$ cat config.mk
export PLATFORM = sky130hd
export DESIGN_NAME = radix_converter_unit
export DESIGN_NICKNAME = d
export VERILOG_FILES = /design/src/sv/rcu_pkg.sv /design/src/sv/rcu_ram.sv /design/src/sv/rcu_accum.sv /design/src/sv/rcu_divider.sv /design/src/sv/radix_converter_unit.sv
export VERILOG_INCLUDE_DIRS = /design/src /design/src/sv
export SDC_FILE = /design/constraint.sdc
export NUM_CORES = 1
export LEC_CHECK = 0
export ABC_AREA = 0
export BUFFER_PORTS_ARGS = -buffer_cell sky130_fd_sc_hd__buf_2
export CELL_PAD_IN_SITES_DETAIL_PLACEMENT = 0
export CELL_PAD_IN_SITES_GLOBAL_PLACEMENT = 2
export CORE_MARGIN = 2
export CORE_UTILIZATION = 46
export DETAILED_ROUTE_END_ITERATION = 12
export PLACE_DENSITY_LB_ADDON = 0.1
export RECOVER_POWER = 100
export SLEW_MARGIN = 20
export SYNTH_ARGS = -nofsm -noshare
export SYNTH_HDL_FRONTEND = slang
export SYNTH_SLANG_ARGS = --single-unit
$ cat constraint.sdc
create_clock -name clk -period 21.5 [get_ports clk]
set_clock_uncertainty 0.15 [all_clocks]
set_input_delay 4.3 -clock clk [delete_from_list [all_inputs] [get_ports clk]]
set_output_delay 4.3 -clock clk [all_outputs]
set_load 0.005 [all_outputs]
$ cat src/sv/radix_converter_unit_assert.svh
// ----------------------------------------------------------------------------
// Radix converter assertion macros
// Concurrent assertion helpers used by the radix converter top level.
// ----------------------------------------------------------------------------
`ifndef RADIX_CONVERTER_UNIT_ASSERT_SVH
`define RADIX_CONVERTER_UNIT_ASSERT_SVH

`ifndef SYNTHESIS

`define RCU_ASSERT_IMP(lbl, clk, rst, ant, cons) \
  lbl: assert property (@(posedge clk) disable iff (rst) (ant) |-> (cons)) \
    else $error("assertion failed");

`define RCU_ASSERT_NEXT(lbl, clk, rst, ant, cons) \
  lbl: assert property (@(posedge clk) disable iff (rst) (ant) |=> (cons)) \
    else $error("assertion failed");

`else

`define RCU_ASSERT_IMP(lbl, clk, rst, ant, cons)

`define RCU_ASSERT_NEXT(lbl, clk, rst, ant, cons)

`endif

`endif

$ cat src/sv/rcu_pkg.sv
// ----------------------------------------------------------------------------
// Radix converter package
// Widths, character codes, shared types and helper functions.
// ----------------------------------------------------------------------------
package rcu_pkg;

  localparam int VALUE_BITS     = 32;
  localparam int MAX_DIGITS     = 32;
  localparam int RADIX_BITS     = 5;
  localparam int DIGIT_BITS     = 4;
  localparam int CHAR_BITS      = 8;
  localparam int OUT_CHAR_BITS  = 7;
  localparam int CFG_INDEX_BITS = 2;
  localparam int ADDR_BITS      = $clog2(MAX_DIGITS);
  localparam int COUNT_BITS     = $clog2(MAX_DIGITS + 1);
  localparam int SHIFT_CNT_BITS = $clog2(VALUE_BITS);

  localparam logic [CFG_INDEX_BITS-1:0] REG_SOURCE_RADIX = 2'd0;
  localparam logic [CFG_INDEX_BITS-1:0] REG_TARGET_RADIX = 2'd1;

  localparam logic [RADIX_BITS-1:0] RADIX_MIN   = 5'd2;
  localparam logic [RADIX_BITS-1:0] RADIX_MAX   = 5'd16;
  localparam logic [RADIX_BITS-1:0] RADIX_RESET = 5'd10;

  localparam logic [CHAR_BITS-1:0] CHAR_ZERO    = 8'h30;
  localparam logic [CHAR_BITS-1:0] CHAR_LOWER_A = 8'h61;
  localparam logic [CHAR_BITS-1:0] CHAR_LOWER_F = 8'h66;
  localparam logic [CHAR_BITS-1:0] CHAR_UPPER_A = 8'h41;
  localparam logic [CHAR_BITS-1:0] CHAR_UPPER_F = 8'h46;
  localparam logic [DIGIT_BITS-1:0] DIGIT_TEN   = 4'd10;

  typedef enum logic [1:0] {
    S_IDLE,
    S_DIV,
    S_READ,
    S_OUT
  } state_t;

  typedef struct packed {
    logic load;
    logic again;
  } div_ctrl_t;

  typedef struct packed {
    logic                  done;
    logic                  quo_zero;
    logic [DIGIT_BITS-1:0] digit;
  } div_stat_t;

  function automatic logic [RADIX_BITS-1:0] clamp_radix(input logic [RADIX_BITS-1:0] r);
    logic [RADIX_BITS-1:0] res;
    res = r;
    if (r < RADIX_MIN) begin
      res = RADIX_MIN;
    end else if (r > RADIX_MAX) begin
      res = RADIX_MAX;
    end
    return res;
  endfunction

  function automatic logic [VALUE_BITS-1:0] char_value(input logic [CHAR_BITS-1:0] c);
    logic [VALUE_BITS-1:0] res;
    if (c >= CHAR_LOWER_A && c <= CHAR_LOWER_F) begin
      res = VALUE_BITS'(c - CHAR_LOWER_A) + VALUE_BITS'(DIGIT_TEN);
    end else if (c >= CHAR_UPPER_A && c <= CHAR_UPPER_F) begin
      res = VALUE_BITS'(c - CHAR_UPPER_A) + VALUE_BITS'(DIGIT_TEN);
    end else begin
      res = VALUE_BITS'(c) - VALUE_BITS'(CHAR_ZERO);
    end
    return res;
  endfunction

  function automatic logic [OUT_CHAR_BITS-1:0] digit_to_char(input logic [DIGIT_BITS-1:0] d);
    logic [OUT_CHAR_BITS-1:0] res;
    if (d < DIGIT_TEN) begin
      res = OUT_CHAR_BITS'(CHAR_ZERO) + OUT_CHAR_BITS'(d);
    end else begin
      res = OUT_CHAR_BITS'(CHAR_UPPER_A) + OUT_CHAR_BITS'(d - DIGIT_TEN);
    end
    return res;
  endfunction

endpackage

$ cat src/sv/rcu_ram.sv
// ----------------------------------------------------------------------------
// Radix converter RAM
// Generic single-write, single-read RAM with a registered read port.
// ----------------------------------------------------------------------------
module rcu_ram #(
  parameter int WIDTH = 4,
  parameter int DEPTH = 32
) (
  input  logic                     clk,
  input  logic                     we,
  input  logic [$clog2(DEPTH)-1:0] waddr,
  input  logic [WIDTH-1:0]         wdata,
  input  logic                     re,
  input  logic [$clog2(DEPTH)-1:0] raddr,
  output logic [WIDTH-1:0]         rdata
);

  logic [WIDTH-1:0] mem [DEPTH];

  always_ff @(posedge clk) begin
    if (we) begin
      mem[waddr] <= wdata;
    end
    if (re) begin
      rdata <= mem[raddr];
    end
  end

endmodule

$ cat src/sv/rcu_accum.sv
// ----------------------------------------------------------------------------
// Radix converter accumulator
// Decodes each character and folds it into the running value.
// ----------------------------------------------------------------------------
module rcu_accum (
  input  logic                               clk,
  input  logic                               rst,
  input  logic                               accept,
  input  logic                               last_char,
  input  logic [rcu_pkg::CHAR_BITS-1:0]      digit_char,
  input  logic [rcu_pkg::RADIX_BITS-1:0]     source_radix,
  output logic [rcu_pkg::VALUE_BITS-1:0]     value_next
);

  localparam int PROD_BITS = rcu_pkg::VALUE_BITS + rcu_pkg::RADIX_BITS;

  logic [rcu_pkg::VALUE_BITS-1:0] acc;
  logic [PROD_BITS-1:0]           prod;

  assign prod = PROD_BITS'(acc) * PROD_BITS'(rcu_pkg::clamp_radix(source_radix));
  assign value_next = prod[rcu_pkg::VALUE_BITS-1:0] + rcu_pkg::char_value(digit_char);

  always_ff @(posedge clk) begin
    if (rst) begin
      acc <= '0;
    end else if (accept) begin
      acc <= last_char ? '0 : value_next;
    end
  end

endmodule

$ cat src/sv/rcu_divider.sv
// ----------------------------------------------------------------------------
// Radix converter divider
// Bit-serial restoring division of the value by the target radix.
// ----------------------------------------------------------------------------
module rcu_divider (
  input  logic                           clk,
  input  logic                           rst,
  input  rcu_pkg::div_ctrl_t             ctrl,
  input  logic [rcu_pkg::VALUE_BITS-1:0] dividend,
  input  logic [rcu_pkg::RADIX_BITS-1:0] divisor,
  output rcu_pkg::div_stat_t             stat
);

  logic [rcu_pkg::VALUE_BITS-1:0]     quo;
  logic [rcu_pkg::RADIX_BITS-1:0]     rem;
  logic [rcu_pkg::RADIX_BITS-1:0]     dvs;
  logic [rcu_pkg::SHIFT_CNT_BITS-1:0] cnt;
  logic                               busy;
  logic                               done;
  logic [rcu_pkg::RADIX_BITS-1:0]     trial;
  logic                               ge;

  assign trial = {rem[rcu_pkg::DIGIT_BITS-1:0], quo[rcu_pkg::VALUE_BITS-1]};
  assign ge    = (trial >= dvs);

  always_ff @(posedge clk) begin
    if (rst) begin
      busy <= 1'b0;
      done <= 1'b0;
    end else begin
      done <= busy && (cnt == '0);
      if (ctrl.load || ctrl.again) begin
        busy <= 1'b1;
      end else if (busy && (cnt == '0)) begin
        busy <= 1'b0;
      end
    end
  end

  always_ff @(posedge clk) begin
    if (ctrl.load) begin
      quo <= dividend;
      dvs <= rcu_pkg::clamp_radix(divisor);
      rem <= '0;
      cnt <= rcu_pkg::SHIFT_CNT_BITS'(rcu_pkg::VALUE_BITS - 1);
    end else if (ctrl.again) begin
      rem <= '0;
      cnt <= rcu_pkg::SHIFT_CNT_BITS'(rcu_pkg::VALUE_BITS - 1);
    end else if (busy) begin
      rem <= ge ? trial - dvs : trial;
      quo <= {quo[rcu_pkg::VALUE_BITS-2:0], ge};
      cnt <= cnt - 1'b1;
    end
  end

  assign stat.done     = done;
  assign stat.quo_zero = (quo == '0);
  assign stat.digit    = rem[rcu_pkg::DIGIT_BITS-1:0];

endmodule

$ cat src/sv/radix_converter_unit.sv
// ----------------------------------------------------------------------------
// Radix converter unit
// Accumulates digit characters and writes the value out in another radix.
// ----------------------------------------------------------------------------
// A character that is not marked last is folded into the running value. The
// last character starts the conversion: each output digit is produced by a
// bit-serial divider, and the digits are then read back from the digit RAM
// most significant first, each digit read (S_READ) and then presented
// (S_OUT) until the output is not stalled. No new character is taken until
// the final digit of a number has been delivered.
`include "radix_converter_unit_assert.svh"

module radix_converter_unit (
  input  logic                                  clk,
  input  logic                                  rst,
  input  logic                                  in_valid,
  output logic                                  in_stall,
  input  logic [rcu_pkg::CHAR_BITS-1:0]         digit_char,
  input  logic                                  last_char,
  output logic                                  out_valid,
  input  logic                                  out_stall,
  output logic [rcu_pkg::OUT_CHAR_BITS-1:0]     out_char,
  output logic                                  end_of_number,
  input  logic                                  cfg_we,
  input  logic [rcu_pkg::CFG_INDEX_BITS-1:0]    cfg_index,
  input  logic [rcu_pkg::RADIX_BITS-1:0]        cfg_data
);

  rcu_pkg::state_t                  state;
  rcu_pkg::state_t                  state_next;
  logic [rcu_pkg::COUNT_BITS-1:0]   count;
  logic [rcu_pkg::COUNT_BITS-1:0]   count_next;
  logic                             eon;
  logic                             eon_next;
  logic [rcu_pkg::RADIX_BITS-1:0]   source_radix;
  logic [rcu_pkg::RADIX_BITS-1:0]   target_radix;
  logic [rcu_pkg::VALUE_BITS-1:0]   value_next;
  logic                             in_accept;
  rcu_pkg::div_ctrl_t               dctrl;
  rcu_pkg::div_stat_t               dstat;
  logic                             ram_we;
  logic                             ram_re;
  logic [rcu_pkg::ADDR_BITS-1:0]    ram_raddr;
  logic [rcu_pkg::DIGIT_BITS-1:0]   ram_rdata;

  assign in_accept = in_valid && !in_stall;

  always_ff @(posedge clk) begin
    if (rst) begin
      source_radix <= rcu_pkg::RADIX_RESET;
      target_radix <= rcu_pkg::RADIX_RESET;
    end else if (cfg_we) begin
      case (cfg_index)
        rcu_pkg::REG_SOURCE_RADIX: source_radix <= cfg_data;
        rcu_pkg::REG_TARGET_RADIX: target_radix <= cfg_data;
        default: ;
      endcase
    end
  end

  rcu_accum u_accum (
    .clk          (clk),
    .rst          (rst),
    .accept       (in_accept),
    .last_char    (last_char),
    .digit_char   (digit_char),
    .source_radix (source_radix),
    .value_next   (value_next)
  );

  rcu_divider u_divider (
    .clk      (clk),
    .rst      (rst),
    .ctrl     (dctrl),
    .dividend (value_next),
    .divisor  (target_radix),
    .stat     (dstat)
  );

  rcu_ram #(
    .WIDTH (rcu_pkg::DIGIT_BITS),
    .DEPTH (rcu_pkg::MAX_DIGITS)
  ) u_ram (
    .clk   (clk),
    .we    (ram_we),
    .waddr (count[rcu_pkg::ADDR_BITS-1:0]),
    .wdata (dstat.digit),
    .re    (ram_re),
    .raddr (ram_raddr),
    .rdata (ram_rdata)
  );

  always_ff @(posedge clk) begin
    if (rst) begin
      state <= rcu_pkg::S_IDLE;
      count <= '0;
      eon   <= 1'b0;
    end else begin
      state <= state_next;
      count <= count_next;
      eon   <= eon_next;
    end
  end

  always_comb begin
    state_next  = state;
    count_next  = count;
    eon_next    = eon;
    dctrl.load  = 1'b0;
    dctrl.again = 1'b0;
    ram_we      = 1'b0;
    ram_re      = 1'b0;
    ram_raddr   = rcu_pkg::ADDR_BITS'(count - 1'b1);
    in_stall    = 1'b1;
    out_valid   = 1'b0;
    case (state)
      rcu_pkg::S_IDLE: begin
        in_stall = 1'b0;
        if (in_valid && last_char) begin
          dctrl.load = 1'b1;
          count_next = '0;
          state_next = rcu_pkg::S_DIV;
        end
      end
      rcu_pkg::S_DIV: begin
        if (dstat.done) begin
          if (count < rcu_pkg::COUNT_BITS'(rcu_pkg::MAX_DIGITS)) begin
            ram_we     = 1'b1;
            count_next = count + 1'b1;
          end
          if (dstat.quo_zero) begin
            state_next = rcu_pkg::S_READ;
          end else begin
            dctrl.again = 1'b1;
          end
        end
      end
      rcu_pkg::S_READ: begin
        ram_re     = 1'b1;
        count_next = count - 1'b1;
        eon_next   = (count == rcu_pkg::COUNT_BITS'(1));
        state_next = rcu_pkg::S_OUT;
      end
      rcu_pkg::S_OUT: begin
        out_valid = 1'b1;
        if (!out_stall) begin
          state_next = eon ? rcu_pkg::S_IDLE : rcu_pkg::S_READ;
        end
      end
      default: begin
        state_next = rcu_pkg::S_IDLE;
      end
    endcase
  end

  assign out_char      = rcu_pkg::digit_to_char(ram_rdata);
  assign end_of_number = eon;

  `RCU_ASSERT_IMP(a_no_input_while_output, clk, rst, out_valid, in_stall)
  `RCU_ASSERT_IMP(a_done_in_div, clk, rst, dstat.done, state == rcu_pkg::S_DIV)
  `RCU_ASSERT_NEXT(a_read_then_out, clk, rst, state == rcu_pkg::S_READ, out_valid)
  `RCU_ASSERT_IMP(a_count_range, clk, rst, 1'b1,
                  count <= rcu_pkg::COUNT_BITS'(rcu_pkg::MAX_DIGITS))

endmodule

======== Word level (Yosys, flattened, before mapping) ========
Memory sizes are Yosys's and may differ from the RTL's. A register that Yosys moved wholly into a read port is not among the register bits.
Index checks and enable logic that the tools add are counted.
storage, ports and cells
  memories kept ........................... 1
  bits of input ports ..................... 21
  bits in latches ......................... 0
  memory bits (writable) .................. 128
  register bits after elaboration ......... 99
  memory bits (read-only) ................. 0
  output and inout bits ................... 10
  word-level logic and storage cells ...... 106
memories
  name       depth  width  rd ports  clocked after memory_dff  write ports  RTL line       RTL
  u_ram.mem  32     4      1         1                         1            rcu_ram.sv:18  logic [WIDTH-1:0] mem [DEPTH];
cells by class
  bitwise logic cells ..................... 0
  equal/unequal tests ..................... 11
  div/mod/pow operators ................... 0
  mux-type cells .......................... 36
  multipliers ............................. 1
  add/sub/neg operators ................... 13
  reductions and logical operators ........ 20
  shift operators ......................... 0
  order comparisons ....................... 11
operators with widths
  kind                                                                                  number
  32-bit 2-to-1 mux                                                                     6
  32-bit by 4-bit adder with 32-bit output (second input constant)                      2
  32-bit adder                                                                          1
  32-bit logical NOT                                                                    1
  32-bit by 5-bit multiplier with 32-bit output                                         1
  6-bit 2-to-1 mux                                                                      3
  6-bit case mux with 3 select lines                                                    1
  8-bit by 7-bit subtractor with 9-bit output (second input constant)                   2
  8-bit by 7-bit greater-or-equal comparator with 1-bit output (second input constant)  2
  8-bit by 7-bit <= comparator with 1-bit output (second input constant)                2
  1-bit 2-to-1 mux                                                                      15
  5-bit 2-to-1 mux                                                                      3
  5-bit > comparator (second input constant)                                            2
  5-bit by 2-bit < comparator with 1-bit output (second input constant)                 2
  2-bit 2-to-1 mux                                                                      5
  8-bit by 6-bit subtractor with 9-bit output (second input constant)                   1
  2-bit case mux with 4 select lines                                                    1
  4-bit AND reduction                                                                   2
  6-bit by 4-bit adder with 7-bit output (first input constant)                         1
  7-bit adder (first input constant)                                                    1
  7-bit 2-to-1 mux                                                                      1
  6-bit by 1-bit adder with 6-bit output (second input constant)                        1
  6-bit by 1-bit == test with 1-bit output (second input constant)                      1
  6-bit < comparator (second input constant)                                            1
  other kinds (19)                                                                      34

======== Depth between registers and ports, before layout ========
Gate-level depths: netlist of the first run.
  depth after elaboration ................. 6
  mapped depth ............................ 27
  gate-level depth less buffers ........... 25

======== By module ========
From an unflattened synthesis of the first run, not the netlist that was laid out.
unflattened totals
  cells, all modules ...................... 1385
  area, all modules ....................... 15663.8 µm²
by module, submodules not included
  module                times used  seq. area each (µm²)  area each (µm²)  cells each
  rcu_accum             1           640.6                 6871.6           825
  rcu_ram               1           3963.8                5178.7           231
  rcu_divider           1           1331.3                2298.5           174
  radix_converter_unit  1           380.4                 1315.0           155

======== Worst setup path after synthesis of the first run ========
Ideal clock, no wire load.
  path kind ............................... input to register
  from .................................... in digit_char[1] in the netlist's numbering
  to ...................................... reg u_divider.quo[30] in the netlist's numbering (data pin)
  data arrival time ....................... 9.762 ns
  required time ........................... 21.082 ns
  library setup time ...................... 0.268 ns
  buffers on the path ..................... 2
  path slack .............................. 11.321 ns
  cell stages on the path ................. 24
  cells stage by stage .................... inv_1 -> ha_1 -> buf_4 -> or3b_2 -> nand2_1 -> and2_1 -> clkbuf_2 -> a31oi_1 -> or3_1 -> ha_1 -> o21ai_0 -> o21ai_0 -> fa_1 -> fa_1 -> fa_1 -> inv_1 -> ha_1 -> nand3_1 -> or3_1 -> a211oi_1 -> o2111ai_1 -> nand4_1 -> nor3b_1 -> o21ai_0
on the way
  longest elaborated chain between the ends .. 6
  elaborated cells between the ends (all ways) .. 15
  those cells by class .................... 6 x add/sub; 4 x order compare; 3 x mux; 2 x reduce/logical
ends and longest elaborated chain
  item                                                                                  RTL line                      RTL
  start: declaration                                                                    radix_converter_unit.sv:18    input logic [rcu_pkg::CHAR_BITS-1:0] digit_char,
  8-bit by 7-bit subtractor with 9-bit output, or another cell as far along             rcu_pkg.sv:66                 res = VALUE_BITS'(c - CHAR_UPPER_A) + VALUE_BITS'(DIGIT_TEN);
  32-bit by 4-bit adder with 32-bit output / 1-bit logical AND (equally long branches)  rcu_pkg.sv:66, rcu_pkg.sv:65
  32-bit 2-to-1 mux                                                                     rcu_pkg.sv:65                 end else if (c >= CHAR_UPPER_A && c <= CHAR_UPPER_F) begin
  32-bit 2-to-1 mux (*)                                                                 rcu_pkg.sv:63                 if (c >= CHAR_LOWER_A && c <= CHAR_LOWER_F) begin
  32-bit adder (*)                                                                      rcu_accum.sv:21               assign value_next = prod[rcu_pkg::VALUE_BITS-1:0] + rcu_pkg::char_value(digit_char);
  32-bit 2-to-1 mux (*)                                                                 rcu_divider.sv:41             if (ctrl.load) begin
  end signal: assignment                                                                rcu_divider.sv:42             quo <= dividend;
  end signal: assignment                                                                rcu_divider.sv:51             quo <= {quo[rcu_pkg::VALUE_BITS-2:0], ge};
  end: declaration                                                                      rcu_divider.sv:14             logic [rcu_pkg::VALUE_BITS-1:0] quo;
Every way passes the cells marked *; elsewhere a longest branch is shown, timed or not.
A chain may end at the register's enable or synchronous reset.

======== Final worst setup path of the first run ========
  from .................................... in digit_char[5] in the netlist's numbering
  to ...................................... reg u_divider.quo[30] in the netlist's numbering (data pin)
The elaborated chain is that of the path after synthesis.

==> results by stage, run 1 <==
Worst setup path:
- The end point of the critical path is u_divider.quo[30].
- The beginning of the critical path is digit_char[5].
- The highest net fanout along the worst path is 35.
- The endpoint identified for the worst register-to-register timing path is u_ram.rdata[3].
- The path type of the worst setup path is input pin to register.
- STA puts the critical path data required time at 21.53 ns.
- The reg-to-reg startpoint is count[0].
- The kind of start point of the critical path is an input pin.
- STA classifies the critical path endpoint as a register.
- The internal reg-to-reg setup slack is 14.90 ns.
- STA puts the critical path data arrival time at 11.15 ns.
- For the worst flop-to-flop path, the logic depth is 7.

CTS:
- After clock tree synthesis, the setup repair step added 0 buffers.
- The source-to-sink clock delay at the later pin of the worst-skew pair is 0.51 ns.
- The maximum level of the CTS H-tree is 1.
- The clock tree from TritonCTS is done.
- CTS saw 231 sinks.
- In this run the deepest clock path goes through 3 buffers.
- TritonCTS created 23 clock buffers.
- The clock edge transition at the registers on the reported setup and hold paths is 0.06 ns.
- The number of instances resized during post-cts repair is 0.
- After clock tree synthesis, the flow added hold-fix buffers numbering 0.
- The root buffer cell chosen for the clock tree is sky130_fd_sc_hd__clkbuf_16.

Drt:
- After detailed routing, the number of remaining DRC violations is 0.
- The number of detailed-routing iterations run before antenna repair is 5.
- Using the TritonRoute via totals, the vias-per-cell ratio works out to 5.57.
- The detailed router finished its first iteration with 553 violations.
- In the final routed layout, each cell accounts on average for 19.4 um.
- The count of nets left with antenna violations once routing finished came out at 0.
- The total number of vias is 11,192.
- After detailed routing, the total wire length is 38,900 um.

Final layout:
- In the final layout, the multi-input gates occupy 9030 um2.
- The antenna diode count is 0.
- Leaving out fill and tap cells, the most frequent cell in the layout is sky130_fd_sc_hd__nand2_1.
- In the final layout, the share of cells above drive strength 1 is 0.0874.
- Counting the fill cells in the layout gives 3,220.
- The area growth from synthesis to layout is 7.93%.
- The sequential cell area is 6320 um2.
- The net count of the finished layout is 1,753.
- The utilization after layout is 0.503.
- The library cells used most frequently in the layout, excluding fill and tap cells, are 256 x sky130_fd_sc_hd__nand2_1, 169 x sky130_fd_sc_hd__edfxtp_1, 123 x sky130_fd_sc_hd__inv_1.

Power:
- IR analysis of the VDD net gives a maximum drop of 55.8 uV.
- The part of the power in combinational logic is 0.311.
- For this design the ratio of total power to cell area is 83.0 nW/um2.
- The internal portion of total power is 0.000961 W.
- The switching component of the power is 0.000483 W.
- The analysis attributes to cell leakage a power of 6.23 nW.
- Of the total power, registers draw 0.410.
- The share of total power dissipated in the clock network is 0.279.
- The proportion of total power due to net switching is 0.334.

Run:
- The tool flagged a number of max-cap violations equal to 8.

Floorplanning:
- After floorplanning, the core was divided into 68 placement rows.
- The core region is 34,500 um2.
- The initial utilization of the core area, before any placement, comes to 0.466.
- The height of the die is 191 um.
- The overall die area is 36,500 um2.
- From left edge to right edge, the die measures 191 um.
- For this design the top-level I/O count stands at 31.

Worst hold path:
- The class of the tightest hold or removal check is register to register.

Global routing:
- The remaining global-route overflow is 0.
- Across every metal layer, demand over resource in global routing totals 0.219.
- The via count of the first global-routing pass is 11,222.
- Entering global routing, the biggest net connects 57 pins.
- The number of antenna violations at the first check in global routing is 0.
- The first global-routing pass estimated 63,100 um of wire.

STA:
- The hold violation total from the final report is 0.
- For the pin with the worst max-slew slack, the measured transition is 3.10 ns.
- Counting I/O delays and the setup requirement, the final critical path takes 11.12 ns.
- The worst relative slew slack is -1.07.
- The max-slew violation count is 317.
- After routing, the total negative slack on setup checks comes to 0 ns.
- The post-route clock period utilization is 0.517.
- For this run, the top clock speed supported by timing is 89.9 MHz.
- Setup repair after global routing left no endpoint under its margin.
- Setup violations remaining at the end of the flow were counted as 0.

Logic synthesis:
- Synthesis produced a netlist whose cell count is 1,538.
- Yosys mapped the design onto 73 distinct sky130hd cell types.
- The synthesized design contains 169 enable-type register cells.
- The number of nets in the synthesized netlist is 1,751.
- The cell area after synthesis is 16,100 um2.
- The share of the Yosys chip area taken by registers is 0.392.
- The number of flip-flops and latches in the synthesized netlist is 231.
- The average instance in the mapped netlist occupies 10.5 um2.
- The most used flip-flop cell after synthesis is sky130_fd_sc_hd__edfxtp_1.
- The number of warning messages in the yosys log is 0.
- The async set-or-reset flop fraction in the synthesized netlist is 0.

Outcome:
- The final reports fail on max-capacitance violations, max-slew violations.
- The run finished, with violations left.

Placement:
- In this run the tool buffered the top-level ports with 30 buffer cells.
- The congestion estimate from routability-driven global placement came to 0.822.
- Detailed placement finished with a half-perimeter wire length of 28,800 um.
-- critical path: stages --
cell and delay (ns):
sky130_fd_sc_hd__clkbuf_1 0.50, sky130_fd_sc_hd__ha_1 0.35, sky130_fd_sc_hd__nand3_1 0.09, sky130_fd_sc_hd__a21o_2 0.23
sky130_fd_sc_hd__nor2_1 0.30, sky130_fd_sc_hd__clkbuf_1 1.00, sky130_fd_sc_hd__o21ai_0 0.52, sky130_fd_sc_hd__fa_1 0.63
sky130_fd_sc_hd__fa_1 0.44, sky130_fd_sc_hd__fa_1 0.55, sky130_fd_sc_hd__inv_1 0.04, sky130_fd_sc_hd__ha_1 0.34
sky130_fd_sc_hd__a21o_1 0.16, sky130_fd_sc_hd__a21oi_1 0.08, sky130_fd_sc_hd__o21a_1 0.23, sky130_fd_sc_hd__o311ai_0 0.55
sky130_fd_sc_hd__o2111ai_1 0.29, sky130_fd_sc_hd__nand4_1 0.14, sky130_fd_sc_hd__nor3b_1 0.29, sky130_fd_sc_hd__o21ai_0 0.12
-- metrics by stage --
stage / instances / hold slack, ns / power, W / setup slack [ns] / cell area [um2]
2_1_floorplan: 1538 / 0.288 / 0.000919 / 11.32 / 16100
3_3_place_gp: 1970 / 0.316 / 0.00105 / 10.32 / 16700
3_5_place_dp: 1970 / 0.302 / 0.00105 / 10.21 / 16700
4_1_cts: 2011 / 0.328 / 0.00146 / 10.73 / 17400
5_1_grt: 2011 / 0.351 / 0.00154 / 9.69 / 17400
6_report: 2011 / 0.326 / 0.00144 / 10.38 / 17400
-- synthesized netlist by cell type, drive strengths merged, types with 14 or more instances --
master  instances  area [um2]
inv           123         462
xor2           14         123
mux2           15         169
edfxtp        169        5070
or3            18         118
dfxtp          62        1240
and2           18         113
nor2          115         442
o21ai          70         354
mux2i          15         150
buf            17        91.3
nor3           25         136
nand3          26         130
ha             78         976
clkbuf         56         215
xnor2          31         272
nand2         256         961
a21oi          74         378
a21o           16         121
fa            114        2280
mux4           40         901
-- cell type report --
cell class              instances  area share
clock buffers                  25      0.0335
clock inverters                16      0.0100
inverters                     123      0.0266
multi-input cells            1111       0.520
flip-flops and latches        231       0.363
well taps                     455      0.0327
repair buffers                 50      0.0143
-- registers in the layout, summed over array words and instances, names as in the netlist --
register        count
u_accum.acc        32
u_divider.busy      1
u_ram.mem         128
source_radix        5
u_divider.rem       4
u_divider.cnt       5
u_divider.done      1
u_ram.rdata         4
state               2
u_divider.dvs       5
count               6
end_of_number       1
target_radix        5
u_divider.quo      32
-- worst min path at each step --
stage / from / end / slack [ns] / depth (start not counted)
final: u_divider.cnt[4] / u_divider.done / 0.33 / 1
after global routing: u_divider.cnt[4] / u_divider.done / 0.35 / 1
after CTS: u_divider.cnt[4] / u_divider.done / 0.33 / 1
after detailed placement: u_divider.cnt[4] / u_divider.done / 0.30 / 1
after global placement: u_divider.cnt[4] / u_divider.done / 0.32 / 1
after floorplan: u_divider.cnt[4] / u_divider.done / 0.29 / 1
-- power by group through the flow --
stage / Sequential (W) / Clock [W] / Combinational (W)
5_1_grt: 0.000598 / 0.000429 / 0.000513
3_3_place_gp: 0.000598 / 0 / 0.000451
4_1_cts: 0.000589 / 0.000412 / 0.000458
6_report: 0.000592 / 0.000402 / 0.000449
2_1_floorplan: 0.000598 / 0 / 0.000321
3_5_place_dp: 0.000598 / 0 / 0.000456
-- metal layers --
| layer | vias up | global-route usage | part of all wire |
|---|---|---|---|
| li1 | 5389 | - | - |
| met1 | 5569 | 0.315 | 0.47 |
| met2 | 202 | 0.373 | 0.48 |
| met3 | 32 | 0.0138 | 0.033 |
| met4 | 0 | 0.0352 | 0.010 |
| met5 | - | 0 | 0 |
-- cell families after synthesis --
logic type,Yosys count,synth area share
AOI/OAI and AO/OA,264,0.104
adders and majority gates,192,0.202
buffers and inverters,196,0.0477
muxes,70,0.0757
xor gates and xnor gates,45,0.0245
and+or+nand+nor,540,0.153
DFF,231,0.392
No activity file was read; power rests on OpenSTA's default activity.
==> inputs of run 2 (changes only) <==
--- a/config.mk
+++ b/config.mk
@@ -11,7 +11,7 @@
 export CELL_PAD_IN_SITES_DETAIL_PLACEMENT = 0
 export CELL_PAD_IN_SITES_GLOBAL_PLACEMENT = 2
 export CORE_MARGIN = 2
-export CORE_UTILIZATION = 46
+export CORE_UTILIZATION = 39
 export DETAILED_ROUTE_END_ITERATION = 12
 export PLACE_DENSITY_LB_ADDON = 0.1
 export RECOVER_POWER = 100
==> constraint.sdc (replaced) <==
create_clock -name clk -period 9.65 [get_ports clk]
set_clock_uncertainty 0.15 [all_clocks]
set_input_delay 1.93 -clock clk [delete_from_list [all_inputs] [get_ports clk]]
set_output_delay 1.93 -clock clk [all_outputs]
set_load 0.005 [all_outputs]
==> run 2 against run 1 <==
Net effect:
- the flow still finishes with violations (max-capacitance violations, max-slew violations)
- final area rose by 1.1%
- cell count is 4.1% higher
- hold slack gained 0.0080 ns
- critical path depth up 1
- core utilization shrank 7.3 points
- global-route usage down 2.7 points
- sequential power rose by 120%
- die area up 18%
- via count is 0.22% lower
- count of clock-buffer cells in the layout rose by 8
- highest routed layer unchanged
==> results by stage, run 2 (synthesis gave the netlist of run 1 again) <==
Outcome:
- Result of the run: finished, violations left (unchanged).
- Violated checks: max-capacitance violations, max-slew violations (unchanged).

Final layout:
- The final layout net count was 1,758 (was 1,753).
- The largest register by flop count was u_ram.mem (unchanged).
- The flip-flop count of the largest register, all copies and words added is 128 (unchanged).
- The leading cell type in the layout, fill and taps excluded is sky130_fd_sc_hd__nand2_1 (unchanged).
- Top Registers: u_ram.mem: 128 flops, u_accum.acc: 32 flops, u_divider.quo: 32 flops (unchanged).
- The share of cells above drive strength 1 is 0.0928 (was 0.0874).
- The area growth from synthesis to layout is 9.10% (was 7.93%).
- Most frequent cells in the layout: 256 x sky130_fd_sc_hd__nand2_1, 169 x sky130_fd_sc_hd__edfxtp_1, 123 x sky130_fd_sc_hd__inv_1 (unchanged).
- The antenna diode count is 0 (unchanged).
- The filler cell count is 3,910 (was 3,220).

Drt:
- The mean routed wirelength per cell is 19.4 um (about the same).
- The residual DRC count is 0 (unchanged).
- The via-per-instance ratio came to 5.33 (was 5.57).
- The remaining number of nets flagged by the antenna check after routing is 0 (unchanged).
- The detailed-route wire length is 40,700 um (was 38,900 um).
- The number of DRC markers after the initial detailed-route iteration is 589 (was 553).
- The total number of vias was 11,167 (was 11,192).
- The number of detailed-routing iterations run before antenna repair came to 5 (unchanged).

Floorplanning:
- The placeable core area is 40,800 um2 (was 34,500 um2).
- The height of the die came to 207 um (was 191 um).
- The starting density of the core is 0.395 (was 0.466).
- The number of placement rows is 74 (was 68).
- The number of I/O pins is 31 (unchanged).
- The floorplan die width came to 207 um (was 191 um).
- The overall die area came to 43,000 um2 (was 36,500 um2).

STA:
- The slack of the critical path is 1.13 ns (was 10.38 ns).
- The achievable clock frequency is 117 MHz.
- The worst relative slew slack was -0.963 (was -1.07).
- The max-slew violation count was 239 (was 317).
- In the finished design, the share of the clock period the worst path needs comes to 0.883.
- Setup repair after global routing missed its margin: no (unchanged).
- The total of endpoints with negative setup slack in the final report came to 0 (unchanged).
- The post-route setup TNS is 0 ns (unchanged).
- The clock period minus final worst setup slack is 8.52 ns.
- The hold violation total from the final report is 0 (unchanged).
- The slew at the pin with the worst max-slew slack is 2.94 ns (was 3.10 ns).

CTS:
- The cts-stage hold buffer count is 0 (unchanged).
- The number of instances resized during post-cts repair came to 0 (unchanged).
- The source-to-sink clock delay at the later pin of the worst-skew pair is 0.51 ns (about the same).
- The clock tree from TritonCTS was done (unchanged).
- The number of CTS-inserted buffers is 25 (was 23).
- The clock sink count is 231 (unchanged).
- The clock edge transition at the registers on the reported setup and hold paths is 0.06 ns (about the same).
- The worst-case clock buffer depth is 3 (unchanged).
- The post-CTS setup buffer count was 0 (unchanged).
- The CTS root buffer is sky130_fd_sc_hd__clkbuf_16 (unchanged).
- The maximum level of the CTS H-tree is 1 (unchanged).

Power:
- The peak supply drop is 131 uV (was 55.8 uV).
- The internal portion of total power is 0.00217 W (was 0.000961 W).
- The part of the power in combinational logic is 0.307 (was 0.311).
- The sequential cell fraction of total power was 0.404 (was 0.410).
- The power per standard cell area is 186 nW/um2 (was 83.0 nW/um2).
- The clock share of power is 0.289 (was 0.279).
- The proportion of total power due to net switching is 0.337 (was 0.334).
- The switching component of the power was 0.00110 W (was 0.000483 W).
- The static leakage power is 6.30 nW (was 6.23 nW).

Global routing:
- The overall track demand over capacity in global routing was 0.192 (was 0.219).
- The wire length of the first global-routing pass came to 66,400 um (was 63,100 um).
- The via count of the first global-routing pass is 11,627 (was 11,222).
- The number of antenna violations at the first check in global routing is 0 (unchanged).
- The remaining global-route overflow was 0 (unchanged).
- The maximum number of pins on one net before global-route repair is 57 (unchanged).

Worst setup path:
- The path type of the worst setup path is input pin to register (unchanged).
- The capturing element type of the critical path is a register (unchanged).
- The most frequent cell on the critical path is sky130_fd_sc_hd__fa_1 (unchanged).
- The critical path data required time came to 9.69 ns (was 21.53 ns).
- The worst path buffer plus inverter count was 5 (was 3).
- Cell-by-cell trace of the critical path: clkbuf_1 -> inv_1 -> ha_1 -> o22a_1 -> nor2_1 -> buf_4 -> buf_4 -> nor2_1 -> a21oi_1 -> fa_1 -> inv_1 -> fa_1 -> fa_1 -> ha_1 -> nand3_1 -> or3_1 -> a211oi_1 -> o2111ai_1 -> nand4_1 -> nor3b_1 -> o21ai_0 (was clkbuf_1 -> ha_1 -> nand3_1 -> a21o_2 -> nor2_1 -> clkbuf_1 -> o21ai_0 -> fa_1 -> fa_1 -> fa_1 -> inv_1 -> ha_1 -> a21o_1 -> a21oi_1 -> o21a_1 -> o311ai_0 -> o2111ai_1 -> nand4_1 -> nor3b_1 -> o21ai_0).
- The kind of cell adding the most delay to the critical path is adder cells (unchanged).
- The internal reg-to-reg setup slack is 4.02 ns (was 14.90 ns).
- The delay contributed by the slowest stage of the critical path is 0.80 ns (was 1.00 ns).
- The slowest stage cell on the critical path was sky130_fd_sc_hd__nor2_1 (was sky130_fd_sc_hd__clkbuf_1).
- The kind of start point of the critical path was an input pin (unchanged).
- The critical path data arrival time came to 8.56 ns (was 11.15 ns).
- The highest net fanout along the worst path is 15 (was 35).

Placement:
- The placement-stage worst setup slack was 0.678 ns (was 10.21 ns).
- The final weighted congestion in routability-driven placement is 0.793 (was 0.822).
- The detailed placement HPWL was 30,200 um (was 28,800 um).
- The number of port buffers was 30 (unchanged).

Run:
- The number of maximum-capacitance constraint violations was 6 (was 8).

Worst hold path:
- The class of the tightest hold or removal check is register to register (unchanged).
run 2: worst paths after layout:
path / start / end / cells past startpoint
setup / recovery: digit_char[4] / u_divider.quo[30] / 21
hold / removal: u_divider.cnt[4] / u_divider.done / 1
setup reg to reg: source_radix[4] / u_divider.quo[31] / 17
hold reg to reg: u_divider.cnt[4] / u_divider.done / 1
run 2: power groups by stage:
stage / registers, W / logic (W) / clock network, W
floorplan: 0.00133 / 0.000714 / 0
global placement: 0.00134 / 0.00102 / 0
detailed placement: 0.00134 / 0.00103 / 0
CTS: 0.00132 / 0.00104 / 0.000976
global route: 0.00134 / 0.00115 / 0.00100
finish: 0.00132 / 0.00101 / 0.000947
run 2: layer usage:
| metal | GRT usage | up-vias | wire length (um) |
|---|---|---|---|
| li1 | - | 5416 | - |
| met1 | 0.277 | 5553 | 19700 |
| met2 | 0.324 | 161 | 19400 |
| met3 | 0.0123 | 37 | 1050 |
| met4 | 0.0347 | 0 | 556 |
| met5 | 0 | - | 0 |
run 2: final cells by class:
type | count | area [um2] | area share
Clock buffer | 33 | 719 | 0.0409
Clock inverter | 11 | 95.1 | 0.00541
Inverter | 123 | 462 | 0.0263
Multi-Input combinational cell | 1111 | 9030 | 0.514
Sequential cell | 231 | 6320 | 0.359
Tap cell | 532 | 666 | 0.0379
Timing Repair Buffer | 53 | 284 | 0.0162
run 2: stage by stage:
step / hold WS, ns / utilization / instance area, um2 / power (W) / std cells
detailed placement: 0.315 / 0.412 / 16800 / 0.00237 / 2050
global placement: 0.311 / 0.412 / 16800 / 0.00236 / 2050
floorplan: 0.288 / - / 16100 / 0.00205 / 1538
finish: 0.334 / 0.430 / 17600 / 0.00328 / 2094
CTS: 0.333 / 0.432 / 17600 / 0.00333 / 2094
global route: 0.355 / 0.430 / 17600 / 0.00349 / 2094
==> inputs of run 3 (changes only) <==
--- a/config.mk
+++ b/config.mk
@@ -8,14 +8,16 @@
 export LEC_CHECK = 0
 export ABC_AREA = 0
 export BUFFER_PORTS_ARGS = -buffer_cell sky130_fd_sc_hd__buf_2
+export CAP_MARGIN = 20
 export CELL_PAD_IN_SITES_DETAIL_PLACEMENT = 0
 export CELL_PAD_IN_SITES_GLOBAL_PLACEMENT = 2
 export CORE_MARGIN = 2
-export CORE_UTILIZATION = 39
+export CORE_UTILIZATION = 40
 export DETAILED_ROUTE_END_ITERATION = 12
-export PLACE_DENSITY_LB_ADDON = 0.1
+export PLACE_DENSITY = 0.8
 export RECOVER_POWER = 100
 export SLEW_MARGIN = 20
 export SYNTH_ARGS = -nofsm -noshare
 export SYNTH_HDL_FRONTEND = slang
+export SYNTH_HIERARCHICAL = 1
 export SYNTH_SLANG_ARGS = --single-unit
==> run 3 against run 2 <==
Net effect:
- the flow still finishes with violations (max-capacitance violations, max-slew violations)
- wire length is 13% lower
- core utilization rose by 1.4 points
- critical path type unchanged
- fmax decreased by 4.2%
- total power up 2.9%
- hold slack about the same
- highest routed layer unchanged
- combinational power hardly changed
- cell count is 7.2% lower
==> results by stage, run 3 <==
Floorplanning:
- The number of I/O pins is 31 (unchanged).
- The floorplan die width is 202 um (was 207 um).
- The starting density of the core came to 0.405 (was 0.395).
- The number of placement rows is 72 (was 74).
- The overall die area is 40,800 um2 (was 43,000 um2).
- The placeable core area came to 38,600 um2 (was 40,800 um2).
- The height of the die is 202 um (was 207 um).

Power:
- The sequential cell fraction of total power is 0.400 (was 0.404).
- The part of the power in combinational logic is 0.296 (was 0.307).
- The static leakage power is 6.35 nW (was 6.30 nW).
- The internal portion of total power was 0.00226 W (was 0.00217 W).
- The proportion of total power due to net switching is 0.330 (was 0.337).
- The clock share of power is 0.303 (was 0.289).
- The switching component of the power is 0.00111 W (was 0.00110 W).
- The peak supply drop is 125 uV (was 131 uV).
- The power after layout is 0.00337 W (was 0.00328 W).
- The power per standard cell area is 196 nW/um2 (was 186 nW/um2).

Placement:
- The final weighted congestion in routability-driven placement is 0.816 (was 0.793).
- The detailed placement HPWL was 25,200 um (was 30,200 um).
- The number of port buffers is 30 (unchanged).
- The post-placement cell count is 1,896 (was 2,050).

Logic synthesis:
- The cell area after synthesis came to 15,700 um2 (was 16,100 um2).
- The number of nets in the synthesized netlist is 1,583 (was 1,751).
- The library cell with the largest summed area after synthesis is sky130_fd_sc_hd__edfxtp_1 (unchanged).
- The async set-or-reset flop fraction in the synthesized netlist was 0 (unchanged).
- The number of distinct library cell variants in the gate-level netlist after synthesis is 86 (was 73).
- The share of synthesized cell area in full adder, half adder and majority cells is 0.196 (was 0.202).
- The number of warning messages in the yosys log is 6 (was 0).
- Most used standard cells in the synthesized netlist: 169 x sky130_fd_sc_hd__edfxtp_1, 156 x sky130_fd_sc_hd__nand2_1, 149 x sky130_fd_sc_hd__inv_1, 114 x sky130_fd_sc_hd__fa_1, 101 x sky130_fd_sc_hd__nor2_1 (was 256 x sky130_fd_sc_hd__nand2_1, 169 x sky130_fd_sc_hd__edfxtp_1, 122 x sky130_fd_sc_hd__inv_1, 114 x sky130_fd_sc_hd__fa_1, 113 x sky130_fd_sc_hd__nor2_1).
- The main combinational cell family by area after synthesis is adder cells (unchanged).
- Largest cells by area after synthesis: sky130_fd_sc_hd__edfxtp_1 32%, sky130_fd_sc_hd__fa_1 15%, sky130_fd_sc_hd__dfxtp_1 7.9%, sky130_fd_sc_hd__mux4_2 5.8%, sky130_fd_sc_hd__ha_1 5.0% (was sky130_fd_sc_hd__edfxtp_1 32%, sky130_fd_sc_hd__fa_1 14%, sky130_fd_sc_hd__dfxtp_1 7.7%, sky130_fd_sc_hd__ha_1 6.1%, sky130_fd_sc_hd__nand2_1 6.0%).
- The number of flip-flops and latches in the synthesized netlist came to 231 (unchanged).
- The post-synthesis xor/xnor area fraction is 0.0296 (was 0.0245).
- The number of synthesized flops with an enable pin is 169 (unchanged).
- The synthesized instance count came to 1,385 (was 1,538).
- The most instantiated library cell after synthesis is sky130_fd_sc_hd__edfxtp_1 (was sky130_fd_sc_hd__nand2_1).
- The multiplexer share of the synthesized area is 0.0919 (was 0.0757).
- The most used flip-flop cell after synthesis was sky130_fd_sc_hd__edfxtp_1 (unchanged).
- The share of Yosys cell area claimed by the top area cell type is 0.324 (was 0.315).
- The share of synthesized area occupied by flip-flops and latches came to 0.403 (was 0.392).
- The compound-cell area share of the yosys netlist was 0.0943 (was 0.104).
- The fraction of the mapped netlist area in simple logic gates is 0.132 (was 0.153).
- The mean area per synthesized cell is 11.3 um2 (was 10.5 um2).

Final layout:
- The area growth from synthesis to layout is 9.72% (was 9.10%).
- Most frequent cells in the layout: 169 x sky130_fd_sc_hd__edfxtp_1, 156 x sky130_fd_sc_hd__nand2_1, 148 x sky130_fd_sc_hd__inv_1 (was 256 x sky130_fd_sc_hd__nand2_1, 169 x sky130_fd_sc_hd__edfxtp_1, 123 x sky130_fd_sc_hd__inv_1).
- Top Registers: u_ram/mem: 128 flops, u_accum/acc: 32 flops, u_divider/quo: 32 flops (was u_ram.mem: 128 flops, u_accum.acc: 32 flops, u_divider.quo: 32 flops).
- The utilization after layout was 0.445 (was 0.430).
- The final layout net count is 1,604 (was 1,758).
- The largest register by flop count is u_ram/mem (was u_ram.mem).
- The share of cells above drive strength 1 came to 0.126 (was 0.0928).
- The filler cell count is 3,642 (was 3,910).
- The number of standard cells in the final layout excluding fillers was 1,944 (was 2,094).
- The flip-flop count of the largest register, all copies and words added is 128 (unchanged).
- The antenna diode count is 0 (unchanged).
- The leading cell type in the layout, fill and taps excluded is sky130_fd_sc_hd__edfxtp_1 (was sky130_fd_sc_hd__nand2_1).

Outcome:
- Result of the run: finished, violations left (unchanged).
- Violated checks: max-capacitance violations, max-slew violations (unchanged).

Drt:
- The residual DRC count is 0 (unchanged).
- The detailed-route wire length is 35,200 um (was 40,700 um).
- The total number of vias is 10,266 (was 11,167).
- The number of detailed-routing iterations run before antenna repair came to 5 (unchanged).
- The via-per-instance ratio is 5.28 (was 5.33).
- The remaining number of nets flagged by the antenna check after routing is 0 (unchanged).
- The mean routed wirelength per cell is 18.1 um (was 19.4 um).
- The number of DRC markers after the initial detailed-route iteration is 617 (was 589).

Global routing:
- The overall track demand over capacity in global routing is 0.177 (was 0.192).
- The remaining global-route overflow is 0 (unchanged).
- The number of antenna violations at the first check in global routing is 0 (unchanged).
- The met1 layer usage reported by global route was 0.260 (was 0.277).
- The maximum number of pins on one net before global-route repair came to 44 (was 57).
- The wire length of the first global-routing pass was 58,400 um (was 66,400 um).
- The routing layer with the top usage in global route is met2 (unchanged).
- The via count of the first global-routing pass came to 10,609 (was 11,627).
- The global-route track usage on met2 came to 0.287 (was 0.324).
- The met3 usage is 0.0200 (was 0.0123).

STA:
- The post-route setup TNS is 0 ns (unchanged).
- The hold violation total from the final report is 0 (unchanged).
- The slew at the pin with the worst max-slew slack came to 2.54 ns (was 2.94 ns).
- The clock period minus final worst setup slack is 8.89 ns (was 8.52 ns).
- The achievable clock frequency is 112 MHz (was 117 MHz).
- The total of endpoints with negative setup slack in the final report is 0 (unchanged).
- The post-route clock period utilization is 0.921 (was 0.883).
- The worst relative slew slack is -0.695 (was -0.963).
- Setup repair after global routing missed its margin: no (unchanged).
- The max-slew violation count was 187 (was 239).

Worst setup path:
- The capturing element type of the critical path is a register (unchanged).
- The kind of start point of the critical path is an input pin (unchanged).
- The cell count of the worst reg-to-reg path is 20 (was 17).
- The highest net fanout along the worst path is 8 (was 15).
- The critical path data arrival time came to 9.01 ns (was 8.56 ns).
- The path type of the worst setup path was input pin to register (unchanged).
- The critical path data required time is 9.78 ns (was 9.69 ns).

Run:
- The number of maximum-capacitance constraint violations came to 5 (was 6).

Worst hold path:
- The cell depth of the worst min-delay path is 2 (was 1).
- The class of the tightest hold or removal check is register to register (unchanged).

CTS:
- The clock tree from TritonCTS is done (unchanged).
- The maximum level of the CTS H-tree is 1 (unchanged).
- The worst-case clock buffer depth is 3 (unchanged).
- The source-to-sink clock delay at the later pin of the worst-skew pair is 0.53 ns (was 0.51 ns).
- The post-CTS setup buffer count is 0 (unchanged).
- The clock sink count is 231 (unchanged).
- The CTS root buffer was sky130_fd_sc_hd__clkbuf_16 (unchanged).
- The clock edge transition at the registers on the reported setup and hold paths was 0.06 ns (about the same).
- The cts-stage hold buffer count was 0 (unchanged).
- The number of CTS-inserted buffers is 26 (was 25).
- The number of instances resized during post-cts repair is 0 (unchanged).
## run 3: worst paths after layout
path	startpoint	slack, ns	end
min reg2reg	end_of_number	0.33	end_of_number
max	digit_char[0]	0.76	u_divider/quo[29]
max reg2reg	source_radix[4]	3.14	u_divider/quo[29]
min	end_of_number	0.33	end_of_number
## run 3: cells by family (layout without fill, tap and decap cells)
group,after synthesis,in the layout
muxes,89,89
AOI/OAI and AO/OA,202,202
xor gates and xnor gates,53,53
and+or+nand+nor,429,429
buffers and inverters,204,245
DFF,231,231
adders and majority gates,177,177
## run 3: metal layers
layer  routed length [um]  part of all wire
met1                17300              0.49
met2                16300              0.46
met3                 1060             0.030
met4                  606             0.017
met5                    0                 0
## run 3: worst max-delay path, cell delays in order
cell and delay (ns):
sky130_fd_sc_hd__clkbuf_1 0.15, sky130_fd_sc_hd__inv_1 0.17, sky130_fd_sc_hd__ha_1 0.32, sky130_fd_sc_hd__or3b_4 0.45
sky130_fd_sc_hd__a21boi_4 0.22, sky130_fd_sc_hd__a211o_2 0.13, sky130_fd_sc_hd__a2bb2oi_1 0.10, sky130_fd_sc_hd__o41ai_4 0.63
sky130_fd_sc_hd__inv_1 0.45, sky130_fd_sc_hd__fa_1 0.65, sky130_fd_sc_hd__inv_1 0.05, sky130_fd_sc_hd__fa_1 0.48
sky130_fd_sc_hd__inv_1 0.06, sky130_fd_sc_hd__fa_1 0.53, sky130_fd_sc_hd__inv_1 0.04, sky130_fd_sc_hd__ha_1 0.35
sky130_fd_sc_hd__a21o_1 0.21, sky130_fd_sc_hd__a21o_1 0.18, sky130_fd_sc_hd__a41oi_1 0.37, sky130_fd_sc_hd__a211oi_1 0.31
sky130_fd_sc_hd__o311a_1 0.42, sky130_fd_sc_hd__o21ai_0 0.19, sky130_fd_sc_hd__nor3b_1 0.28, sky130_fd_sc_hd__nor2_1 0.07
sky130_fd_sc_hd__mux2_2 0.26
## run 3: stage by stage
stage	setup WS, ns	instance area, um2	hold WS (ns)
6_report	0.760	17200	0.334
3_5_place_dp	0.379	16300	0.325
4_1_cts	0.921	17200	0.337
2_1_floorplan	0.989	15700	0.299
3_3_place_gp	0.470	16300	0.325
5_1_grt	0.288	17200	0.365
## run 3: power by group through the flow
stage	sequential [W]	combinational (W)	clock (W)
6_report	0.00135	0.000999	0.00102
2_1_floorplan	0.00135	0.000731	0
4_1_cts	0.00135	0.00102	0.00105
5_1_grt	0.00137	0.00113	0.00108
3_3_place_gp	0.00137	0.00100	0
3_5_place_dp	0.00137	0.00101	0
## run 3: final cells by class
| cell class | instances | area (um2) | share of cell area |
|---|---|---|---|
| Inverter | 149 | 559 | 0.0325 |
| Tap cell | 518 | 648 | 0.0377 |
| Multi-Input combinational cell | 950 | 8520 | 0.496 |
| Clock buffer | 27 | 654 | 0.0381 |
| Clock inverter | 21 | 239 | 0.0139 |
| Timing Repair Buffer | 48 | 251 | 0.0146 |
| Sequential cell | 231 | 6320 | 0.368 |
